**config.mk**
```make
export PLATFORM = sky130hd
export DESIGN_NAME = wash_cycle_sequencer_core
export DESIGN_NICKNAME = d
export VERILOG_FILES = /design/src/sv/wcs_pkg.sv /design/src/sv/wash_cycle_sequencer_core.sv /design/src/sv/wcs_cfg_regs.sv /design/src/sv/wcs_ctrl.sv
export SDC_FILE = /design/constraint.sdc
export NUM_CORES = 1
export LEC_CHECK = 0
export BUFFER_PORTS_ARGS = -buffer_cell sky130_fd_sc_hd__buf_2
export CELL_PAD_IN_SITES_DETAIL_PLACEMENT = 0
export CELL_PAD_IN_SITES_GLOBAL_PLACEMENT = 1
export CORE_ASPECT_RATIO = 2
export CORE_UTILIZATION = 44
export CTS_CLUSTER_SIZE = 25
export DETAILED_ROUTE_END_ITERATION = 16
export GPL_TIMING_DRIVEN = 0
export PLACE_DENSITY = 0.85
export SYNTH_ARGS = -nofsm -noshare
export SYNTH_HDL_FRONTEND = slang
export SYNTH_SLANG_ARGS = --single-unit
```
**constraint.sdc**
```tcl
create_clock -name clk -period 6.06 [get_ports clk]
set_input_delay 0.303 -clock clk [delete_from_list [all_inputs] [get_ports clk]]
set_output_delay 0.303 -clock clk [all_outputs]
set_load 0.1 [all_outputs]
```
**src/sv/wcs_pkg.sv**
```systemverilog
package wcs_pkg;

	// Widths of the ambient sample and of the seconds counter
	localparam int SAMPLE_BITS  = 10;
	localparam int SECONDS_BITS = 16;

	// Width of the ambient value in tenths of a degree, and the scale to it
	localparam int TENTHS_BITS = 9;
	localparam logic [TENTHS_BITS-1:0] FULL_SCALE_TENTHS = 9'd500;

	// Configuration register indexes
	localparam int CFG_IDX_BITS  = 3;
	localparam int CFG_DATA_BITS = 16;
	localparam logic [CFG_IDX_BITS-1:0] REG_TICKS_PER_SECOND   = 3'd0;
	localparam logic [CFG_IDX_BITS-1:0] REG_WASH_SECONDS       = 3'd1;
	localparam logic [CFG_IDX_BITS-1:0] REG_DRAIN_SECONDS      = 3'd2;
	localparam logic [CFG_IDX_BITS-1:0] REG_SPIN_SECONDS       = 3'd3;
	localparam logic [CFG_IDX_BITS-1:0] REG_ABORT_PUMP_SECONDS = 3'd4;
	localparam logic [CFG_IDX_BITS-1:0] REG_HOT_LIMIT          = 3'd5;
	localparam logic [CFG_IDX_BITS-1:0] REG_COOL_LIMIT         = 3'd6;

	// Configuration reset values
	localparam logic [7:0]  RST_TICKS_PER_SECOND   = 8'd183;
	localparam logic [15:0] RST_WASH_SECONDS       = 16'd30;
	localparam logic [15:0] RST_DRAIN_SECONDS      = 16'd10;
	localparam logic [15:0] RST_SPIN_SECONDS       = 16'd20;
	localparam logic [15:0] RST_ABORT_PUMP_SECONDS = 16'd10;
	localparam logic [8:0]  RST_HOT_LIMIT          = 9'd300;
	localparam logic [8:0]  RST_COOL_LIMIT         = 9'd270;

	// Port byte values
	localparam logic [7:0] P0_OFF    = 8'h00;
	localparam logic [7:0] P0_MOTOR  = 8'h08;
	localparam logic [7:0] P0_SPIN   = 8'h18;
	localparam logic [7:0] P1_OFF    = 8'h00;
	localparam logic [7:0] P1_VALVE  = 8'h04;
	localparam logic [7:0] P1_HEATER = 8'h08;
	localparam logic [7:0] P1_PUMP   = 8'h10;

	// Request kinds
	typedef enum logic [1:0] {
		OP_TICK    = 2'd0,
		OP_CONTROL = 2'd1,
		OP_ABORT   = 2'd2,
		OP_NONE    = 2'd3
	} op_t;

	// One input request
	typedef struct packed {
		logic [1:0]             op;
		logic                   main_switch;
		logic                   select_hot;
		logic                   level_reached;
		logic                   reached_hot;
		logic                   reached_warm;
		logic [SAMPLE_BITS-1:0] ambient_sample;
	} item_t;

	// Configuration register contents
	typedef struct packed {
		logic [7:0]  ticks_per_second;
		logic [15:0] wash_seconds;
		logic [15:0] drain_seconds;
		logic [15:0] spin_seconds;
		logic [15:0] abort_pump_seconds;
		logic [8:0]  hot_limit;
		logic [8:0]  cool_limit;
	} cfg_t;

	// One result
	typedef struct packed {
		logic [3:0]  phase;
		logic [7:0]  port0_drive;
		logic [7:0]  port1_drive;
		logic        run_enabled;
		logic [15:0] seconds_elapsed;
		logic        abort_waiting;
	} status_t;

endpackage

```
**src/sv/wash_cycle_sequencer_core.sv**
```systemverilog
// Wash cycle sequencer: every accepted request (timer tick, control pass or
// switch-off event) gives exactly one result holding the phase, both port
// bytes, the run flag, the seconds counter and the pending abort flag as they
// stand after that request. One request is taken every clock cycle unless
// in_stall is high; a request enters an input register, its state update is
// one short step of logic, and its result is loaded into the output register.
// A stalled output holds its result while one more request waits in the input
// register. Configuration writes take effect at once and are meant to happen
// while no request is in flight.
module wash_cycle_sequencer_core (
	input  logic                              clk,
	input  logic                              arst_n,
	// configuration
	input  logic                              wr_en,
	input  logic [wcs_pkg::CFG_IDX_BITS-1:0]  wr_index,
	input  logic [wcs_pkg::CFG_DATA_BITS-1:0] wr_data,
	// request channel
	input  logic                              in_valid,
	output logic                              in_stall,
	input  logic [1:0]                        op,
	input  logic                              main_switch,
	input  logic                              select_hot,
	input  logic                              level_reached,
	input  logic                              reached_hot,
	input  logic                              reached_warm,
	input  logic [wcs_pkg::SAMPLE_BITS-1:0]   ambient_sample,
	// result channel
	output logic                              out_valid,
	input  logic                              out_stall,
	output logic [3:0]                        phase,
	output logic [7:0]                        port0_drive,
	output logic [7:0]                        port1_drive,
	output logic                              run_enabled,
	output logic [15:0]                       seconds_elapsed,
	output logic                              abort_waiting
);

	wcs_pkg::cfg_t    cfg;
	wcs_pkg::item_t   item_s1;
	wcs_pkg::status_t nxt;
	wcs_pkg::status_t res_q;
	logic             valid_s1;
	logic             out_valid_q;
	logic             advance;

	wcs_cfg_regs u_cfg (
		.clk      (clk),
		.arst_n   (arst_n),
		.wr_en    (wr_en),
		.wr_index (wr_index),
		.wr_data  (wr_data),
		.cfg      (cfg)
	);

	// Step the request in the input register when the result slot is free
	assign advance  = valid_s1 && !(out_valid_q && out_stall);
	assign in_stall = valid_s1 && out_valid_q && out_stall;

	wcs_ctrl u_ctrl (
		.clk     (clk),
		.arst_n  (arst_n),
		.step_en (advance),
		.item    (item_s1),
		.cfg     (cfg),
		.nxt     (nxt)
	);

	// Input register
	always_ff @(posedge clk or negedge arst_n) begin
		if (!arst_n) begin
			valid_s1 <= 1'b0;
		end else if (!in_stall) begin
			valid_s1 <= in_valid;
		end
	end

	always_ff @(posedge clk) begin
		if (!in_stall && in_valid) begin
			item_s1.op             <= op;
			item_s1.main_switch    <= main_switch;
			item_s1.select_hot     <= select_hot;
			item_s1.level_reached  <= level_reached;
			item_s1.reached_hot    <= reached_hot;
			item_s1.reached_warm   <= reached_warm;
			item_s1.ambient_sample <= ambient_sample;
		end
	end

	// Result register: load on advance, hold while stalled, drop once taken
	always_ff @(posedge clk or negedge arst_n) begin
		if (!arst_n) begin
			out_valid_q <= 1'b0;
		end else if (advance) begin
			out_valid_q <= 1'b1;
		end else if (!out_stall) begin
			out_valid_q <= 1'b0;
		end
	end

	always_ff @(posedge clk) begin
		if (advance)
			res_q <= nxt;
	end

	assign out_valid       = out_valid_q;
	assign phase           = res_q.phase;
	assign port0_drive     = res_q.port0_drive;
	assign port1_drive     = res_q.port1_drive;
	assign run_enabled     = res_q.run_enabled;
	assign seconds_elapsed = res_q.seconds_elapsed;
	assign abort_waiting   = res_q.abort_waiting;

endmodule

```
**src/sv/wcs_cfg_regs.sv**
```systemverilog
module wcs_cfg_regs (
	input  logic                              clk,
	input  logic                              arst_n,
	input  logic                              wr_en,
	input  logic [wcs_pkg::CFG_IDX_BITS-1:0]  wr_index,
	input  logic [wcs_pkg::CFG_DATA_BITS-1:0] wr_data,
	output wcs_pkg::cfg_t                     cfg
);

	wcs_pkg::cfg_t cfg_q;

	// Write the addressed register; drop writes beyond the list
	always_ff @(posedge clk or negedge arst_n) begin
		if (!arst_n) begin
			cfg_q.ticks_per_second   <= wcs_pkg::RST_TICKS_PER_SECOND;
			cfg_q.wash_seconds       <= wcs_pkg::RST_WASH_SECONDS;
			cfg_q.drain_seconds      <= wcs_pkg::RST_DRAIN_SECONDS;
			cfg_q.spin_seconds       <= wcs_pkg::RST_SPIN_SECONDS;
			cfg_q.abort_pump_seconds <= wcs_pkg::RST_ABORT_PUMP_SECONDS;
			cfg_q.hot_limit          <= wcs_pkg::RST_HOT_LIMIT;
			cfg_q.cool_limit         <= wcs_pkg::RST_COOL_LIMIT;
		end else if (wr_en) begin
			unique case (wr_index)
				wcs_pkg::REG_TICKS_PER_SECOND:   cfg_q.ticks_per_second   <= wr_data[7:0];
				wcs_pkg::REG_WASH_SECONDS:       cfg_q.wash_seconds       <= wr_data[15:0];
				wcs_pkg::REG_DRAIN_SECONDS:      cfg_q.drain_seconds      <= wr_data[15:0];
				wcs_pkg::REG_SPIN_SECONDS:       cfg_q.spin_seconds       <= wr_data[15:0];
				wcs_pkg::REG_ABORT_PUMP_SECONDS: cfg_q.abort_pump_seconds <= wr_data[15:0];
				wcs_pkg::REG_HOT_LIMIT:          cfg_q.hot_limit          <= wr_data[8:0];
				wcs_pkg::REG_COOL_LIMIT:         cfg_q.cool_limit         <= wr_data[8:0];
				default: ;
			endcase
		end
	end

	assign cfg = cfg_q;

endmodule

```
**src/sv/wcs_ctrl.sv**
```systemverilog
module wcs_ctrl (
	input  logic             clk,
	input  logic             arst_n,
	input  logic             step_en,
	input  wcs_pkg::item_t   item,
	input  wcs_pkg::cfg_t    cfg,
	output wcs_pkg::status_t nxt
);

	typedef enum logic [3:0] {
		PH_IDLE       = 4'd0,
		PH_FILL       = 4'd1,
		PH_PREHEAT    = 4'd2,
		PH_WASH       = 4'd3,
		PH_DRAIN      = 4'd4,
		PH_SPIN       = 4'd5,
		PH_STOP       = 4'd6,
		PH_ABORT      = 4'd7,
		PH_ABORT_PUMP = 4'd8,
		PH_DONE       = 4'd9
	} phase_t;

	localparam int PROD_BITS = wcs_pkg::SAMPLE_BITS + wcs_pkg::TENTHS_BITS;

	phase_t                            ph_q, ph_d, ph_cur;
	logic [7:0]                        sub_q, sub_d, sub_inc;
	logic [wcs_pkg::SECONDS_BITS-1:0]  sec_q, sec_d;
	logic                              run_q, run_d;
	logic                              abt_q, abt_d;
	logic [7:0]                        p0_q, p0_d;
	logic [7:0]                        p1_q, p1_d;
	logic [PROD_BITS-1:0]              product;
	logic [wcs_pkg::TENTHS_BITS-1:0]   tenths;
	logic [31:0]                       sec_ext;
	logic                              target;

	// Scale the sample to tenths of a degree
	assign product = PROD_BITS'(item.ambient_sample) * PROD_BITS'(wcs_pkg::FULL_SCALE_TENTHS);
	assign tenths  = product[PROD_BITS-1:wcs_pkg::SAMPLE_BITS];
	assign sec_ext = 32'(sec_q);
	assign sub_inc = sub_q + 8'd1;
	assign target  = item.select_hot ? item.reached_hot : item.reached_warm;

	// Next state for the request in hand
	always_comb begin
		ph_d   = ph_q;
		ph_cur = ph_q;
		sub_d  = sub_q;
		sec_d  = sec_q;
		run_d  = run_q;
		abt_d  = abt_q;
		p0_d   = p0_q;
		p1_d   = p1_q;
		if (step_en) begin
			case (wcs_pkg::op_t'(item.op))
				wcs_pkg::OP_TICK: begin
					if (sub_inc >= cfg.ticks_per_second) begin
						sub_d = 8'd0;
						sec_d = sec_q + {{(wcs_pkg::SECONDS_BITS-1){1'b0}}, 1'b1};
					end else begin
						sub_d = sub_inc;
					end
				end
				wcs_pkg::OP_CONTROL: begin
					// Run/stop hysteresis on the ambient value
					if (run_q) begin
						if (tenths >= cfg.hot_limit)
							run_d = 1'b0;
					end else if (tenths <= cfg.cool_limit) begin
						run_d = 1'b1;
					end
					if (run_d) begin
						// Handle a pending abort first
						if (abt_q) begin
							if (ph_q != PH_IDLE && ph_q != PH_DONE)
								ph_cur = PH_ABORT;
							abt_d = 1'b0;
						end
						ph_d = ph_cur;
						unique case (ph_cur)
							PH_IDLE: begin
								if (item.main_switch)
									ph_d = PH_FILL;
							end
							PH_FILL: begin
								if (item.level_reached) begin
									p1_d  = wcs_pkg::P1_OFF;
									ph_d  = PH_PREHEAT;
									sec_d = '0;
								end else begin
									p1_d = wcs_pkg::P1_VALVE;
								end
							end
							PH_PREHEAT: begin
								if (!target) begin
									p1_d = wcs_pkg::P1_HEATER;
								end else begin
									ph_d  = PH_WASH;
									sec_d = '0;
								end
							end
							PH_WASH: begin
								if (sec_ext >= 32'(cfg.wash_seconds)) begin
									ph_d  = PH_DRAIN;
									sec_d = '0;
								end else begin
									p1_d = target ? wcs_pkg::P1_OFF : wcs_pkg::P1_HEATER;
								end
								p0_d = wcs_pkg::P0_MOTOR;
							end
							PH_DRAIN: begin
								if (sec_ext >= 32'(cfg.drain_seconds)) begin
									ph_d  = PH_SPIN;
									sec_d = '0;
								end else begin
									p0_d = wcs_pkg::P0_SPIN;
									p1_d = wcs_pkg::P1_PUMP;
								end
							end
							PH_SPIN: begin
								if (sec_ext >= 32'(cfg.spin_seconds)) begin
									ph_d = PH_STOP;
								end else begin
									p0_d = wcs_pkg::P0_SPIN;
									p1_d = wcs_pkg::P1_OFF;
								end
							end
							PH_STOP: begin
								p0_d = wcs_pkg::P0_OFF;
								ph_d = PH_DONE;
							end
							PH_ABORT: begin
								p0_d  = wcs_pkg::P0_OFF;
								p1_d  = wcs_pkg::P1_PUMP;
								ph_d  = PH_ABORT_PUMP;
								sec_d = '0;
							end
							PH_ABORT_PUMP: begin
								if (sec_ext >= 32'(cfg.abort_pump_seconds)) begin
									p1_d = wcs_pkg::P1_OFF;
									ph_d = PH_DONE;
								end
							end
							PH_DONE: begin
								if (!item.main_switch)
									ph_d = PH_IDLE;
							end
							default: ;
						endcase
					end
				end
				wcs_pkg::OP_ABORT: abt_d = 1'b1;
				default: ;
			endcase
		end
	end

	// Hold the sequencer state
	always_ff @(posedge clk or negedge arst_n) begin
		if (!arst_n) begin
			ph_q  <= PH_IDLE;
			sub_q <= 8'd0;
			sec_q <= '0;
			run_q <= 1'b1;
			abt_q <= 1'b0;
			p0_q  <= wcs_pkg::P0_OFF;
			p1_q  <= wcs_pkg::P1_OFF;
		end else begin
			ph_q  <= ph_d;
			sub_q <= sub_d;
			sec_q <= sec_d;
			run_q <= run_d;
			abt_q <= abt_d;
			p0_q  <= p0_d;
			p1_q  <= p1_d;
		end
	end

	// Present the state after this request
	assign nxt.phase           = ph_d;
	assign nxt.port0_drive     = p0_d;
	assign nxt.port1_drive     = p1_d;
	assign nxt.run_enabled     = run_d;
	assign nxt.seconds_elapsed = 16'(sec_d);
	assign nxt.abort_waiting   = abt_d;

endmodule
```
==> summary.txt <==
Setup path
  – Path type of the worst setup path: reg -> reg
  – Critical path startpoint category: flip-flop
  – Slack of the worst reg-to-reg path: -0.49 ns
  – Max Fanout on Critical Path: 5
  – Data arrival at the endpoint of the critical path: 6.77 ns
  – Type of element capturing the critical path: flip-flop
  – Req. time, crit path: 6.28 ns

Synthesis
  – Post-synth EDFFs: 55
  – Number of nets produced by synthesis: 1,306
  – Netlist area before placement: 11,500 sq um
  – Post-Synthesis Cells: 1,103
  – Library cells used by synthesis: 72
  – Sequential share of the synthesized area: 44.8%
  – Synthesis Warnings: 0
  – Flip-flop and latch count after synthesis: 193
  – Leading register cell type out of synthesis: sky130_fd_sc_hd__dfrtp_1
  – Mean Syn Cell Area: 10.4 sq um
  – Share of synthesized registers carrying an async set or reset: 71.5%

Clock network
  – Worst-path clk slew: 0.07 ns
  – Insertion delay of the later-clocked pin in the worst-skew pair: 0.46 ns
  – TritonCTS buffer count: 17
  – Largest buffer count on any clock path: 2
  – Buffer type at the clock tree root: sky130_fd_sc_hd__clkbuf_16
  – Clock tree from TritonCTS: done
  – CTS H-tree lvls: 4
  – # clock sinks: 193

Floorplan
  – Width of the die: 116 um
  – Overall die area: 26,700 sq um
  – Vertical die dimension: 230 um
  – Initial cell density of the core: 44.7%
  – Number of placement rows: 83
  – Ports: 81
  – Core ar.: 25,700 sq um

Drt
  – Mean number of vias per cell: 5.46
  – Number of detailed-route iterations in the first pass: 5
  – DRT Wirelength: 29,500 um
  – DRT iter0 DRCs: 489
  – Average detailed-routed wire length per instance: 18.5 um
  – Final routed DRC violation total: 0
  – Vias: 8,701
  – Antenna viol nets, final: 0

Layout
  – Area growth syn-to-layout: 21.0%
  – Number of fillers in the final layout: 2,323
  – Design area: 13,900 sq um
  – Fraction of the core area covered by cells at the end of the flow: 54.1%
  – Share of post-route cells with drive strength above 1: 23.2%
  – Final net count: 1,444
  – Most frequent standard cell in the layout excluding fill and tap cells: sky130_fd_sc_hd__inv_1
  – Most frequent cells in the layout: sky130_fd_sc_hd__inv_1, sky130_fd_sc_hd__ha_1, sky130_fd_sc_hd__nand2_1

STA
  – Finish-stage setup viols: 74
  – Worst hold slack: 0.0146 ns
  – Portion of the clock cycle consumed by the worst path in the final layout: 108%
  – Final setup margin: -0.494 ns
  – Final Max Tran Viols: 0
  – RSZ-0062 raised after global routing: yes
  – Worst relative slew slack: 35.5%
  – Time the final worst path needs with I/O delays and setup: 6.55 ns
  – Maximum clock rate: 0.153 GHz
  – Actual transition at the worst max-transition pin: 0.968 ns
  – Final hold violation count: 0
  – Final clock skew: 0.0152 ns

Placement
  – Post-DP HPWL: 22,000 um
  – Final weighted congestion in routability-driven placement: 0.916
  – Number of port buffers: 78
  – Area after detailed placement: 12,400 sq um

GRT
  – Via count of the first global-routing pass: 9,331
  – Pin count of the biggest net entering global routing: 91
  – GRT Util Overall: 23.6%
  – Number of antenna violations at the first check in global routing: 1
  – Total gr overflow: 0
  – First-pass GRT wire length: 47,000 um

Status
  – Violated checks: setup timing
  – Outcome: complete, but fails checks

Run
  – Max-capacitance violation count: 0

Power and ir drop
  – Pwr dens: 438 nW/um^2
  – Leakage Power: 6.32 nW
  – Worst vdd ir: 0.000284 V

Min path
  – Class of the worst hold path: in -> reg
[cell type report]
cell class                      count  area [sq um]  share of cell area, %
Multi-Input combinational cell    726          6180                   44.6
Sequential cell                   193          5140                   37.0
Timing Repair Buffer              119           820                   5.91
Inverter                          157           597                   4.30
Clock buffer                       17           425                   3.07
Tap cell                          340           425                   3.07
Clock inverter                     15           164                   1.18
Buffer                             27           114                  0.821
Antenna cell                        1          2.50                 0.0180
[path summary, 6_finish.rpt]
path / startpoint / cells past startpoint / to
max: item_s1[2] / 25 / port1_drive[6]
min: level_reached / 1 / item_s1[12]
max reg2reg: item_s1[2] / 25 / port1_drive[6]
min reg2reg: u_ctrl.p0_q[1] / 1 / u_ctrl.p0_q[1]
max in group asynchronous: arst_n / 3 / u_cfg.cfg[84]
min in group asynchronous: arst_n / 2 / u_ctrl.p1_q[0]
[metrics by stage]
step / power, W / setup WS, ns / std cells / setup TNS (ns)
floorplan: 0.00381 / -0.0349 / 1103 / -0.0350
global placement: 0.00443 / -1.15 / 1521 / -67.08
detailed placement: 0.00453 / -1.19 / 1523 / -70.44
CTS: 0.00602 / -0.514 / 1587 / -26.07
global route: 0.00654 / -0.678 / 1595 / -38.41
finish: 0.00608 / -0.494 / 1595 / -24.34
[worst max-delay path: stages (launching register included)]
cell                        delay (ns)
sky130_fd_sc_hd__edfxtp_1         0.49
sky130_fd_sc_hd__buf_4            0.19
sky130_fd_sc_hd__fa_1             0.49
sky130_fd_sc_hd__inv_1            0.05
sky130_fd_sc_hd__fa_1             0.45
sky130_fd_sc_hd__fa_1             0.49
sky130_fd_sc_hd__inv_1            0.05
sky130_fd_sc_hd__fa_1             0.53
sky130_fd_sc_hd__ha_4             0.22
sky130_fd_sc_hd__or2_4            0.23
sky130_fd_sc_hd__a21oi_4          0.16
sky130_fd_sc_hd__o31ai_4          0.12
sky130_fd_sc_hd__or4_4            0.46
sky130_fd_sc_hd__a31oi_4          0.20
sky130_fd_sc_hd__xnor2_2          0.17
sky130_fd_sc_hd__ha_4             0.25
sky130_fd_sc_hd__nand4_1          0.14
sky130_fd_sc_hd__buf_4            0.15
sky130_fd_sc_hd__a211oi_4         0.04
sky130_fd_sc_hd__a2111oi_4        0.35
sky130_fd_sc_hd__a211oi_4         0.07
sky130_fd_sc_hd__buf_12           0.15
sky130_fd_sc_hd__a211o_4          0.31
sky130_fd_sc_hd__nor4b_4          0.30
sky130_fd_sc_hd__buf_6            0.20
sky130_fd_sc_hd__nor2b_4          0.05
[synthesized netlist by cell type, types with 6 or more instances]
library cell | count | area, sq um
sky130_fd_sc_hd__a211oi_1 | 6 | 45.0
sky130_fd_sc_hd__a21o_1 | 8 | 60.1
sky130_fd_sc_hd__a21oi_1 | 41 | 205
sky130_fd_sc_hd__a31oi_1 | 9 | 56.3
sky130_fd_sc_hd__clkbuf_1 | 26 | 97.6
sky130_fd_sc_hd__dfrtp_1 | 113 | 2830
sky130_fd_sc_hd__dfstp_2 | 25 | 657
sky130_fd_sc_hd__edfxtp_1 | 55 | 1650
sky130_fd_sc_hd__fa_1 | 29 | 581
sky130_fd_sc_hd__ha_1 | 133 | 1660
sky130_fd_sc_hd__inv_1 | 157 | 589
sky130_fd_sc_hd__mux2_2 | 39 | 439
sky130_fd_sc_hd__nand2_1 | 121 | 454
sky130_fd_sc_hd__nand2b_1 | 11 | 68.8
sky130_fd_sc_hd__nand3_1 | 18 | 90.1
sky130_fd_sc_hd__nand4_1 | 8 | 50.1
sky130_fd_sc_hd__nor2_1 | 45 | 169
sky130_fd_sc_hd__nor2b_1 | 19 | 119
sky130_fd_sc_hd__nor3_1 | 15 | 75.1
sky130_fd_sc_hd__nor4_1 | 6 | 37.5
sky130_fd_sc_hd__o211ai_1 | 16 | 120
sky130_fd_sc_hd__o21ai_0 | 96 | 480
sky130_fd_sc_hd__or4_1 | 7 | 52.6
sky130_fd_sc_hd__xnor2_1 | 9 | 78.8
sky130_fd_sc_hd__xor2_1 | 8 | 70.1
[what timing repair did]
action,CTS,global route
endpoints found under the setup margin,76,76
endpoints found under the hold margin,48,1
gates resized for setup,95,32
gates cloned,1,0
hold buffers,1,1
buffers inserted,31,8
pin swaps,33,16
[flip-flops by register name, indices dropped and copies added (netlist names), 4 cells and up]
register	count
phase	4
u_ctrl.ph_q	4
u_ctrl.sub_q	8
u_cfg.cfg	90
u_ctrl.sec_q	16
port0_drive	8
u_ctrl.p0_q	8
item_s1	17
u_ctrl.p1_q	8
port1_drive	8
seconds_elapsed	16
[cells by family (layout without fill, tap and decap cells)]
logic type / count (synthesis) / after routing / share of synthesized area [%]
AND/OR/NAND/NOR: 287 / 287 / 12.3
AO/OA/AOI/OAI: 219 / 219 / 12.0
flip-flops: 193 / 193 / 44.8
buffers and inverters: 184 / 335 / 6.04
adder cells (fa/ha/maj): 162 / 162 / 19.6
multiplexers: 41 / 41 / 4.01
XOR/XNOR: 17 / 17 / 1.30
other: 0 / 1 / 0
[power breakdown]
group | switching, W | internal [W] | total (W)
Sequential | 0.000195 | 0.00163 | 0.00182
Clock | 0.000570 | 0.000555 | 0.00112
Combinational | 0.00191 | 0.00123 | 0.00313
Total | 0.00267 | 0.00341 | 0.00608
[metal layers]
| metal | vias to the layer above | global-route usage, % | wire, um |
|---|---|---|---|
| li1 | 4099 | - | - |
| met1 | 4297 | 23.3 | 10400 |
| met2 | 217 | 44.4 | 16600 |
| met3 | 88 | 3.69 | 895 |
| met4 | 0 | 14.7 | 1610 |
| met5 | - | 0 | 0 |
Power figures use the tool's default switching activity.
